[src/sv/dbat_pkg.sv]
// shared codes, widths and control types of the demand bound admission test
package dbat_pkg;

   localparam logic [1:0] MODE_CLEAR  = 2'd0;
   localparam logic [1:0] MODE_INSERT = 2'd1;
   localparam logic [1:0] MODE_TEST   = 2'd2;

   localparam int FIELD_BITS = 16;
   localparam int COUNT_BITS = 7;

   // one step of the demand sweep over the deadline-sorted window table
   typedef struct packed {
      logic start;
      logic step;
      logic last;
   } sweep_ctl_type;

endpackage

[src/sv/dbat_chan_if.sv]
// request and response channel interfaces of the admission test
interface dbat_req_chan;
   logic                            valid;
   logic                            ready;
   logic [1:0]                      mode;
   logic [dbat_pkg::FIELD_BITS-1:0] release_req;
   logic [dbat_pkg::FIELD_BITS-1:0] deadline;
   logic [dbat_pkg::FIELD_BITS-1:0] duration;

   modport source (output valid, mode, release_req, deadline, duration, input ready);
   modport sink (input valid, mode, release_req, deadline, duration, output ready);
endinterface

interface dbat_rsp_chan;
   logic                            valid;
   logic                            ready;
   logic                            feasible;
   logic                            overflow;
   logic [dbat_pkg::COUNT_BITS-1:0] window_count;

   modport source (output valid, feasible, overflow, window_count, input ready);
   modport sink (input valid, feasible, overflow, window_count, output ready);
endinterface

[src/sv/dbat_ctrl.sv]
// sequencer and deadline-sorted window memory of the admission test
module dbat_ctrl #(
   parameter int MAX_WINDOWS = 64,
   parameter int SLOT_BITS   = 16
) (
   input  logic                    clock,
   input  logic                    reset,
   dbat_req_chan.sink              req_ch,
   dbat_rsp_chan.source            rsp_ch,
   output dbat_pkg::sweep_ctl_type sweep_ctl,
   output logic [SLOT_BITS-1:0]    lo,
   output logic [SLOT_BITS-1:0]    fe,
   output logic [SLOT_BITS-1:0]    dl_limit,
   output logic [SLOT_BITS-1:0]    ent_rel,
   output logic [SLOT_BITS-1:0]    ent_dl,
   output logic [SLOT_BITS-1:0]    ent_dur,
   input  logic                    fail
);

   localparam int SW = SLOT_BITS;
   localparam int WW = 3 * SLOT_BITS;
   localparam int AW = $clog2(MAX_WINDOWS);
   localparam int CW = $clog2(MAX_WINDOWS + 1);
   localparam int CB = dbat_pkg::COUNT_BITS;
   localparam logic [CW-1:0] FULL = CW'(MAX_WINDOWS);

   localparam logic [3:0] S_IDLE     = 4'd0;
   localparam logic [3:0] S_INS_CHK  = 4'd1;
   localparam logic [3:0] S_INS_MOVE = 4'd2;
   localparam logic [3:0] S_TST_PRE  = 4'd3;
   localparam logic [3:0] S_SW_BEGIN = 4'd4;
   localparam logic [3:0] S_SW_RUN   = 4'd5;
   localparam logic [3:0] S_SW_LAST  = 4'd6;
   localparam logic [3:0] S_ST_NEXT  = 4'd7;
   localparam logic [3:0] S_ST_CHK   = 4'd8;
   localparam logic [3:0] S_DONE     = 4'd9;

   // window table, kept sorted by ascending deadline: {release, deadline, duration}
   logic [WW-1:0] mem [MAX_WINDOWS];
   logic [WW-1:0] rdata_ff;
   logic [AW-1:0] rd_addr;
   logic [AW-1:0] wr_addr;
   logic [WW-1:0] wr_data;
   logic          wr_en;

   logic [3:0]    state_ff, state_in;
   logic [CW-1:0] count_ff, count_in;
   logic [CW-1:0] sidx_ff, sidx_in;
   logic [CW-1:0] k_ff, k_in;
   logic [SW-1:0] r_ff, r_in;
   logic [SW-1:0] d_ff, d_in;
   logic [SW-1:0] c_ff, c_in;
   logic [SW-1:0] latest_ff, latest_in;
   logic [SW-1:0] lo_ff, lo_in;
   logic [SW-1:0] fe_ff, fe_in;
   logic          feas_ff, feas_in;
   logic          ovf_ff, ovf_in;
   logic          rsp_valid_ff, rsp_valid_in;
   logic          rsp_feas_ff, rsp_feas_in;
   logic          rsp_ovf_ff, rsp_ovf_in;
   logic [CB-1:0] rsp_cnt_ff, rsp_cnt_in;
   logic [CW-1:0] sidx_dec;
   logic [CW-1:0] k_inc;

   assign ent_rel  = rdata_ff[WW-1 -: SW];
   assign ent_dl   = rdata_ff[2*SW-1 -: SW];
   assign ent_dur  = rdata_ff[SW-1:0];
   assign lo       = lo_ff;
   assign fe       = fe_ff;
   assign dl_limit = d_ff;

   assign sidx_dec = sidx_ff - CW'(1);
   assign k_inc    = k_ff + CW'(1);
   assign wr_addr  = sidx_ff[AW-1:0];

   assign req_ch.ready        = (state_ff == S_IDLE);
   assign rsp_ch.valid        = rsp_valid_ff;
   assign rsp_ch.feasible     = rsp_feas_ff;
   assign rsp_ch.overflow     = rsp_ovf_ff;
   assign rsp_ch.window_count = rsp_cnt_ff;

   always_ff @(posedge clock) begin
      if (wr_en) begin
         mem[wr_addr] <= wr_data;
      end
      rdata_ff <= mem[rd_addr];
   end

   always_comb begin
      state_in     = state_ff;
      count_in     = count_ff;
      sidx_in      = sidx_ff;
      k_in         = k_ff;
      r_in         = r_ff;
      d_in         = d_ff;
      c_in         = c_ff;
      latest_in    = latest_ff;
      lo_in        = lo_ff;
      fe_in        = fe_ff;
      feas_in      = feas_ff;
      ovf_in       = ovf_ff;
      rsp_valid_in = rsp_valid_ff;
      rsp_feas_in  = rsp_feas_ff;
      rsp_ovf_in   = rsp_ovf_ff;
      rsp_cnt_in   = rsp_cnt_ff;
      rd_addr      = '0;
      wr_en        = 1'b0;
      wr_data      = {r_ff, d_ff, c_ff};
      sweep_ctl    = '0;

      if (rsp_valid_ff && rsp_ch.ready) begin
         rsp_valid_in = 1'b0;
      end

      case (state_ff)
         S_IDLE: begin
            if (req_ch.valid) begin
               r_in    = SW'(req_ch.release_req);
               d_in    = SW'(req_ch.deadline);
               c_in    = SW'(req_ch.duration);
               feas_in = 1'b0;
               ovf_in  = 1'b0;
               case (req_ch.mode)
                  dbat_pkg::MODE_CLEAR: begin
                     count_in = '0;
                     state_in = S_DONE;
                  end
                  dbat_pkg::MODE_INSERT: begin
                     if (count_ff == FULL) begin
                        ovf_in   = 1'b1;
                        state_in = S_DONE;
                     end else begin
                        sidx_in  = count_ff;
                        state_in = S_INS_CHK;
                     end
                  end
                  dbat_pkg::MODE_TEST: begin
                     state_in = S_TST_PRE;
                  end
                  default: begin
                     state_in = S_DONE;
                  end
               endcase
            end
         end
         // shift later-deadline entries up one place until the new window fits
         S_INS_CHK: begin
            if (sidx_ff == '0) begin
               wr_en    = 1'b1;
               count_in = count_ff + CW'(1);
               state_in = S_DONE;
            end else begin
               rd_addr  = sidx_dec[AW-1:0];
               state_in = S_INS_MOVE;
            end
         end
         S_INS_MOVE: begin
            wr_en = 1'b1;
            if (ent_dl > d_ff) begin
               wr_data  = rdata_ff;
               sidx_in  = sidx_dec;
               state_in = S_INS_CHK;
            end else begin
               count_in = count_ff + CW'(1);
               state_in = S_DONE;
            end
         end
         S_TST_PRE: begin
            if ((d_ff <= r_ff) || (c_ff == '0)) begin
               state_in = S_DONE;
            end else if ((d_ff - r_ff) < c_ff) begin
               feas_in  = 1'b1;
               state_in = S_DONE;
            end else begin
               // first start is the latest one, d - C
               latest_in = d_ff - c_ff;
               lo_in     = d_ff - c_ff;
               fe_in     = d_ff;
               sidx_in   = '0;
               state_in  = S_SW_BEGIN;
            end
         end
         S_SW_BEGIN: begin
            sweep_ctl.start = 1'b1;
            k_in            = '0;
            if (count_ff == '0) begin
               state_in = S_SW_LAST;
            end else begin
               rd_addr  = '0;
               state_in = S_SW_RUN;
            end
         end
         S_SW_RUN: begin
            sweep_ctl.step = 1'b1;
            if (fail) begin
               state_in = S_DONE;
            end else begin
               k_in = k_inc;
               if (k_inc == count_ff) begin
                  state_in = S_SW_LAST;
               end else begin
                  rd_addr = k_inc[AW-1:0];
               end
            end
         end
         S_SW_LAST: begin
            sweep_ctl.last = 1'b1;
            if (fail) begin
               state_in = S_DONE;
            end else begin
               state_in = S_ST_NEXT;
            end
         end
         S_ST_NEXT: begin
            if (sidx_ff == count_ff) begin
               feas_in  = 1'b1;
               state_in = S_DONE;
            end else begin
               rd_addr  = sidx_ff[AW-1:0];
               state_in = S_ST_CHK;
            end
         end
         // a stored release is a start only inside [r, d - C] with its deadline <= d
         S_ST_CHK: begin
            sidx_in = sidx_ff + CW'(1);
            if ((ent_dl <= d_ff) && (ent_rel >= r_ff) && (ent_rel <= latest_ff)) begin
               lo_in    = ent_rel;
               fe_in    = ent_rel + c_ff;
               state_in = S_SW_BEGIN;
            end else begin
               state_in = S_ST_NEXT;
            end
         end
         S_DONE: begin
            if (!rsp_valid_ff || rsp_ch.ready) begin
               rsp_valid_in = 1'b1;
               rsp_feas_in  = feas_ff;
               rsp_ovf_in   = ovf_ff;
               rsp_cnt_in   = CB'(count_ff);
               state_in     = S_IDLE;
            end
         end
         default: begin
            state_in = S_IDLE;
         end
      endcase
   end

   always_ff @(posedge clock) begin
      if (reset) begin
         state_ff     <= S_IDLE;
         count_ff     <= '0;
         rsp_valid_ff <= 1'b0;
      end else begin
         state_ff     <= state_in;
         count_ff     <= count_in;
         rsp_valid_ff <= rsp_valid_in;
      end
   end

   always_ff @(posedge clock) begin
      sidx_ff     <= sidx_in;
      k_ff        <= k_in;
      r_ff        <= r_in;
      d_ff        <= d_in;
      c_ff        <= c_in;
      latest_ff   <= latest_in;
      lo_ff       <= lo_in;
      fe_ff       <= fe_in;
      feas_ff     <= feas_in;
      ovf_ff      <= ovf_in;
      rsp_feas_ff <= rsp_feas_in;
      rsp_ovf_ff  <= rsp_ovf_in;
      rsp_cnt_ff  <= rsp_cnt_in;
   end

endmodule

[src/flat_wrapper.sv]
// flat-port wrapper written by rule: the top's interface ports become plain ports
module dbat_ctrl_flat 
#(
   parameter int MAX_WINDOWS = 64,
   parameter int SLOT_BITS   = 16
)
  (clock, reset, sweep_ctl, lo, fe, dl_limit, ent_rel, ent_dl, ent_dur, fail, req_ch_valid, req_ch_mode, req_ch_release_req, req_ch_deadline, req_ch_duration, req_ch_ready, rsp_ch_valid, rsp_ch_feasible, rsp_ch_overflow, rsp_ch_window_count, rsp_ch_ready);
  dbat_req_chan req_ch_i ();
  dbat_rsp_chan rsp_ch_i ();
  input  logic clock;
  input  logic reset;
  output dbat_pkg::sweep_ctl_type sweep_ctl;
  output logic [SLOT_BITS-1:0] lo;
  output logic [SLOT_BITS-1:0] fe;
  output logic [SLOT_BITS-1:0] dl_limit;
  output logic [SLOT_BITS-1:0] ent_rel;
  output logic [SLOT_BITS-1:0] ent_dl;
  output logic [SLOT_BITS-1:0] ent_dur;
  input  logic fail;
  input wire logic [$bits(req_ch_i.valid)-1:0] req_ch_valid;
  input wire logic [$bits(req_ch_i.mode)-1:0] req_ch_mode;
  input wire logic [$bits(req_ch_i.release_req)-1:0] req_ch_release_req;
  input wire logic [$bits(req_ch_i.deadline)-1:0] req_ch_deadline;
  input wire logic [$bits(req_ch_i.duration)-1:0] req_ch_duration;
  output wire logic [$bits(req_ch_i.ready)-1:0] req_ch_ready;
  output wire logic [$bits(rsp_ch_i.valid)-1:0] rsp_ch_valid;
  output wire logic [$bits(rsp_ch_i.feasible)-1:0] rsp_ch_feasible;
  output wire logic [$bits(rsp_ch_i.overflow)-1:0] rsp_ch_overflow;
  output wire logic [$bits(rsp_ch_i.window_count)-1:0] rsp_ch_window_count;
  input wire logic [$bits(rsp_ch_i.ready)-1:0] rsp_ch_ready;
  assign req_ch_i.valid = req_ch_valid;
  assign req_ch_i.mode = req_ch_mode;
  assign req_ch_i.release_req = req_ch_release_req;
  assign req_ch_i.deadline = req_ch_deadline;
  assign req_ch_i.duration = req_ch_duration;
  assign req_ch_ready = req_ch_i.ready;
  assign rsp_ch_valid = rsp_ch_i.valid;
  assign rsp_ch_feasible = rsp_ch_i.feasible;
  assign rsp_ch_overflow = rsp_ch_i.overflow;
  assign rsp_ch_window_count = rsp_ch_i.window_count;
  assign rsp_ch_i.ready = rsp_ch_ready;
  dbat_ctrl #(.MAX_WINDOWS(MAX_WINDOWS), .SLOT_BITS(SLOT_BITS)) u_core (.clock(clock), .reset(reset), .req_ch(req_ch_i), .rsp_ch(rsp_ch_i), .sweep_ctl(sweep_ctl), .lo(lo), .fe(fe), .dl_limit(dl_limit), .ent_rel(ent_rel), .ent_dl(ent_dl), .ent_dur(ent_dur), .fail(fail));
endmodule
[config.mk]
export PLATFORM = sky130hd
export DESIGN_NAME = dbat_ctrl_flat
export DESIGN_NICKNAME = d
export VERILOG_FILES = /design/src/sv/dbat_pkg.sv /design/src/sv/dbat_chan_if.sv /design/src/sv/dbat_ctrl.sv /design/src/flat_wrapper.sv
export SDC_FILE = /design/constraint.sdc
export NUM_CORES = 2
export LEC_CHECK = 0
export BUFFER_PORTS_ARGS = -buffer_cell sky130_fd_sc_hd__buf_2
export CAP_MARGIN = 0
export CORE_MARGIN = 3
export CORE_UTILIZATION = 55
export DETAILED_ROUTE_END_ITERATION = 8
export PLACE_DENSITY_LB_ADDON = 0.08
export RECOVER_POWER = 50
export SYNTH_ARGS = -nofsm -noshare
export SYNTH_HDL_FRONTEND = slang
export SYNTH_SLANG_ARGS = --single-unit
[constraint.sdc]
create_clock -name clock -period 7.4 [get_ports clock]
set_input_delay 1.48 -clock clock [delete_from_list [all_inputs] [get_ports clock]]
set_output_delay 1.48 -clock clock [all_outputs]
set_load 0.02 [all_outputs]
==> impl_metrics.env <==
export IMPL_async_reset_ff_share_pct=0
export IMPL_setup_viol=0
export IMPL_min_period_ns=6.92
export IMPL_whs_path_depth=0
export IMPL_dp_hpwl_mm=265
export IMPL_clk_latency_ns=0.99
export IMPL_netlist_instances=9293
export IMPL_rsz0062_at_grt="no"
export IMPL_core_area_mm2=0.239
export IMPL_worst_r2r_endpoint="u_core.mem[38][19]$_DFFE_PP_"
export IMPL_wirelength_mm=461
export IMPL_cts_htree_levels=5
export IMPL_crit_buf_inv=3
export IMPL_grt_pass1_vias=82500
export IMPL_yosysUniqueCellTypes=94
export IMPL_max_freq_mhz=144
export IMPL_synth_xor_xnor_area_share_pct=0.407
export IMPL_netlist_area_mm2=0.133
export IMPL_synth_fa_ha_area_share_pct=1.13
export IMPL_synth_seq_area_share_pct=73.3
export IMPL_gp_congestion=0.927
export IMPL_crit_path_max_incr_delay_ns=1.68
export IMPL_post_cts_setup_buffers=0
export IMPL_yosys_mux_area_fraction_pct=4.17
export IMPL_status="finished, violations left"
export IMPL_mostFrequentLayoutCell="edfxtp_1"
export IMPL_fp_dieW_um=497
export IMPL_clock_sinks=3253
export IMPL_grt_pass1_wl_mm=639
export IMPL_clock_path_buffers=4
export IMPL_cpLargestDelayFamily="simple AND/OR/NAND/NOR gates"
export IMPL_hold_path_end="u_core.rsp_ch.overflow$_DFFE_PP_"
export IMPL_clockRootBuffer="clkbuf_16"
export IMPL_worstHoldStart="u_core.ovf_ff$_SDFFCE_PN0P_"
export IMPL_synth_fp_nets=9466
export IMPL_hold_violations=0
export IMPL_start_util_pct=55.5
export IMPL_regToRegSetupSlack_ns=0.48
export IMPL_ir_drop_mv=0.320
export IMPL_grt_max_degree=144
export IMPL_crit_top_cell="nor2_1"
export IMPL_power_density_mw_per_mm2=406
export IMPL_finalCritPeriodShare_pct=93.5
export IMPL_clock_skew_ns=0.0663
export IMPL_area_growth_synth_to_final_pct=12.4
export IMPL_cap_violations=97
export IMPL_crit_chain="inv_1, ha_1, or3b_1, nor2_1, and3_1, o21ai_0, nor2_1, nand3_1, clkbuf_1, nor2_1, clkbuf_1"
export IMPL_start_kind="flop"
export IMPL_die_height_um=497
export IMPL_r2r_start="u_core.sidx_ff[1]$_DFFE_PP_"
export IMPL_cts_resized=0
export IMPL_port_buffers=164
export IMPL_hold_path_class="flop to flop"
export IMPL_drtIter0Drc=14200
export IMPL_worstMarginPinSlew_ns=4.04
export IMPL_post_place_ws_ns=1.48
export IMPL_antenna_found_initial=23
export IMPL_fin_setup_tns_ns=0
export IMPL_vias_per_cell=6.82
export IMPL_yosysWarnings=0
export IMPL_drive_above_1_share_pct=11.3
export IMPL_critPathArrivalTime_ns=7.44
export IMPL_reg2reg_depth=11
export IMPL_wire_per_inst_um=35.4
export IMPL_firstDrtPassIters=9
export IMPL_ys_ff_latch=3253
export IMPL_synth_compound_area_share_pct=7.66
export IMPL_grt_overflow=0
export IMPL_leakagePower_nw=49.0
export IMPL_postCtsHoldBufs=0
export IMPL_tritoncts="done"
export IMPL_setup_slack_ns=0.478
export IMPL_rows=179
export IMPL_violations="capacitance limit, slew limit"
export IMPL_fp_dieArea_mm2=0.247
export IMPL_synth_top_family_by_area="simple AND/OR/NAND/NOR gates"
export IMPL_final_cell_mix="edfxtp_1 (3,193), nand2_1 (1,863), nand3_1 (884)"
export IMPL_synth_main_ff_cell="edfxtp_1"
export IMPL_path_clk_slew_ns=0.06
export IMPL_relSlewSlack_pct=-169
export IMPL_path_max_fanout=18
export IMPL_vias=88700
export IMPL_layout_nets=9734
export IMPL_slew_violations=2936
export IMPL_required_ns=7.91
export IMPL_ant_nets=0
export IMPL_grt_usage_pct=36.6
export IMPL_synth_simple_gate_area_share_pct=10.9
export IMPL_ios=165
export IMPL_worstSetupPathType="flop to flop"
export IMPL_end_kind="flop"
export IMPL_synth_edf_count=3193
export IMPL_route_detailed_drc=0
export IMPL_slowest_stage="clkbuf_1"
export IMPL_numCtsBuffers=344
export IMPL_synth_avg_cell_area_um2=14.3
## state kept, by name, summed over array words and instances, names as in the netlist, 4 cells and up
name	flops
u_core.sidx_ff	7
u_core.dl_limit	16
u_core.count_ff	7
u_core.rsp_ch.window_count	7
u_core.state_ff	4
u_core.rdata_ff	48
u_core.lo	16
u_core.r_ff	16
u_core.k_ff	7
u_core.fe	16
u_core.mem	3072
u_core.latest_ff	16
u_core.c_ff	16
## through the flow
step	hold slack, ns	utilization [%]	power [mW]	cells	area (um^2)
finish	0.427	62.4	60.5	13000	149000
global route	0.441	62.4	62.4	13000	149000
CTS	0.426	62.8	60.2	13000	150000
detailed placement	0.412	58.2	43.5	12400	139000
global placement	0.406	58.2	43.3	12400	139000
floorplan	0.400	-	35.6	9293	133000
## synth_stat cells, drive strengths merged, types with 15 or more instances
cell	instances	area share, %
a211oi	27	0.16
a21boi	20	0.11
a21o	30	0.17
a21oi	429	1.6
a221o	40	0.30
a221oi	58	0.38
a22oi	37	0.21
a31oi	130	0.61
a32oi	71	0.47
and3	46	0.22
and4	22	0.15
buf	385	1.6
clkbuf	216	0.61
dfxtp	60	0.91
edfxtp	3193	72
ha	115	1.1
inv	105	0.30
mux2i	218	1.6
mux4	142	2.4
nand2	1869	5.3
nand2b	15	0.071
nand3	886	3.4
nand4	105	0.50
nor2	215	0.62
nor2b	19	0.090
nor3	44	0.18
o211ai	270	1.5
o21a	15	0.085
o21ai	157	0.61
o221ai	19	0.13
o22ai	33	0.16
o31ai	21	0.13
xnor2	38	0.25
xor2	20	0.14
## routing by layer
| layer | GRT usage [%] | up-vias | share of wire, % |
|---|---|---|---|
| li1 | - | 36200 | - |
| met1 | 51.6 | 44800 | 37 |
| met2 | 53.0 | 6617 | 43 |
| met3 | 10.6 | 1132 | 14 |
| met4 | 17.2 | 6 | 5.5 |
| met5 | 0 | - | 0.0082 |
## how the worst max path moves through the flow
stage	start	to	slack [ns]	cells after the start
after floorplan	u_core.dl_limit[0]$_DFFE_PP_	u_core.fe[0]$_DFFE_PP_	1.07	18
after global placement	u_core.sidx_ff[1]$_DFFE_PP_	u_core.rdata_ff[16]$_DFF_P_	1.61	14
after detailed placement	u_core.sidx_ff[1]$_DFFE_PP_	u_core.rdata_ff[0]$_DFF_P_	1.48	14
after CTS	u_core.sidx_ff[1]$_DFFE_PP_	u_core.rdata_ff[0]$_DFF_P_	1.46	14
after global routing	u_core.rdata_ff[18]$_DFF_P_	u_core.mem[18][1]$_DFFE_PP_	0.58	13
final	u_core.sidx_ff[1]$_DFFE_PP_	u_core.mem[38][19]$_DFFE_PP_	0.48	11
## worst reg2reg max path: stages, from the launching register on
cell and delay, ns:
edfxtp_1 0.59, inv_1 0.21, ha_1 0.16, or3b_1 0.43, nor2_1 0.35, and3_1 0.25
o21ai_0 0.24, nor2_1 0.33, nand3_1 0.11, clkbuf_1 0.41, nor2_1 1.67, clkbuf_1 1.69
## report_power, final
| group | total (mW) | internal, mW | switching (mW) |
|---|---|---|---|
| Clock | 16.8 | 9.77 | 7.07 |
| Sequential | 24.1 | 23.2 | 0.882 |
| Combinational | 19.5 | 5.31 | 14.2 |
## kinds of logic after synthesis
kind of cell / count (synthesis)
multiplexers: 373
buffers and inverters: 707
XOR/XNOR: 59
flip-flops: 3253
adder cells (fa/ha/maj): 118
AO/OA/AOI/OAI: 1492
AND/OR/NAND/NOR: 3291
## cell type report
cell class | instances | area (um^2)
Fill cell | 17900 | 89800
Clock inverter | 161 | 1490
Clock buffer | 450 | 9370
Inverter | 106 | 398
Timing Repair Buffer | 523 | 3660
Sequential cell | 3253 | 97100
Tap cell | 3167 | 3960
Multi-Input combinational cell | 5333 | 32900
Antenna cell | 15 | 37.5
No activity file was read; power rests on OpenSTA's default activity.
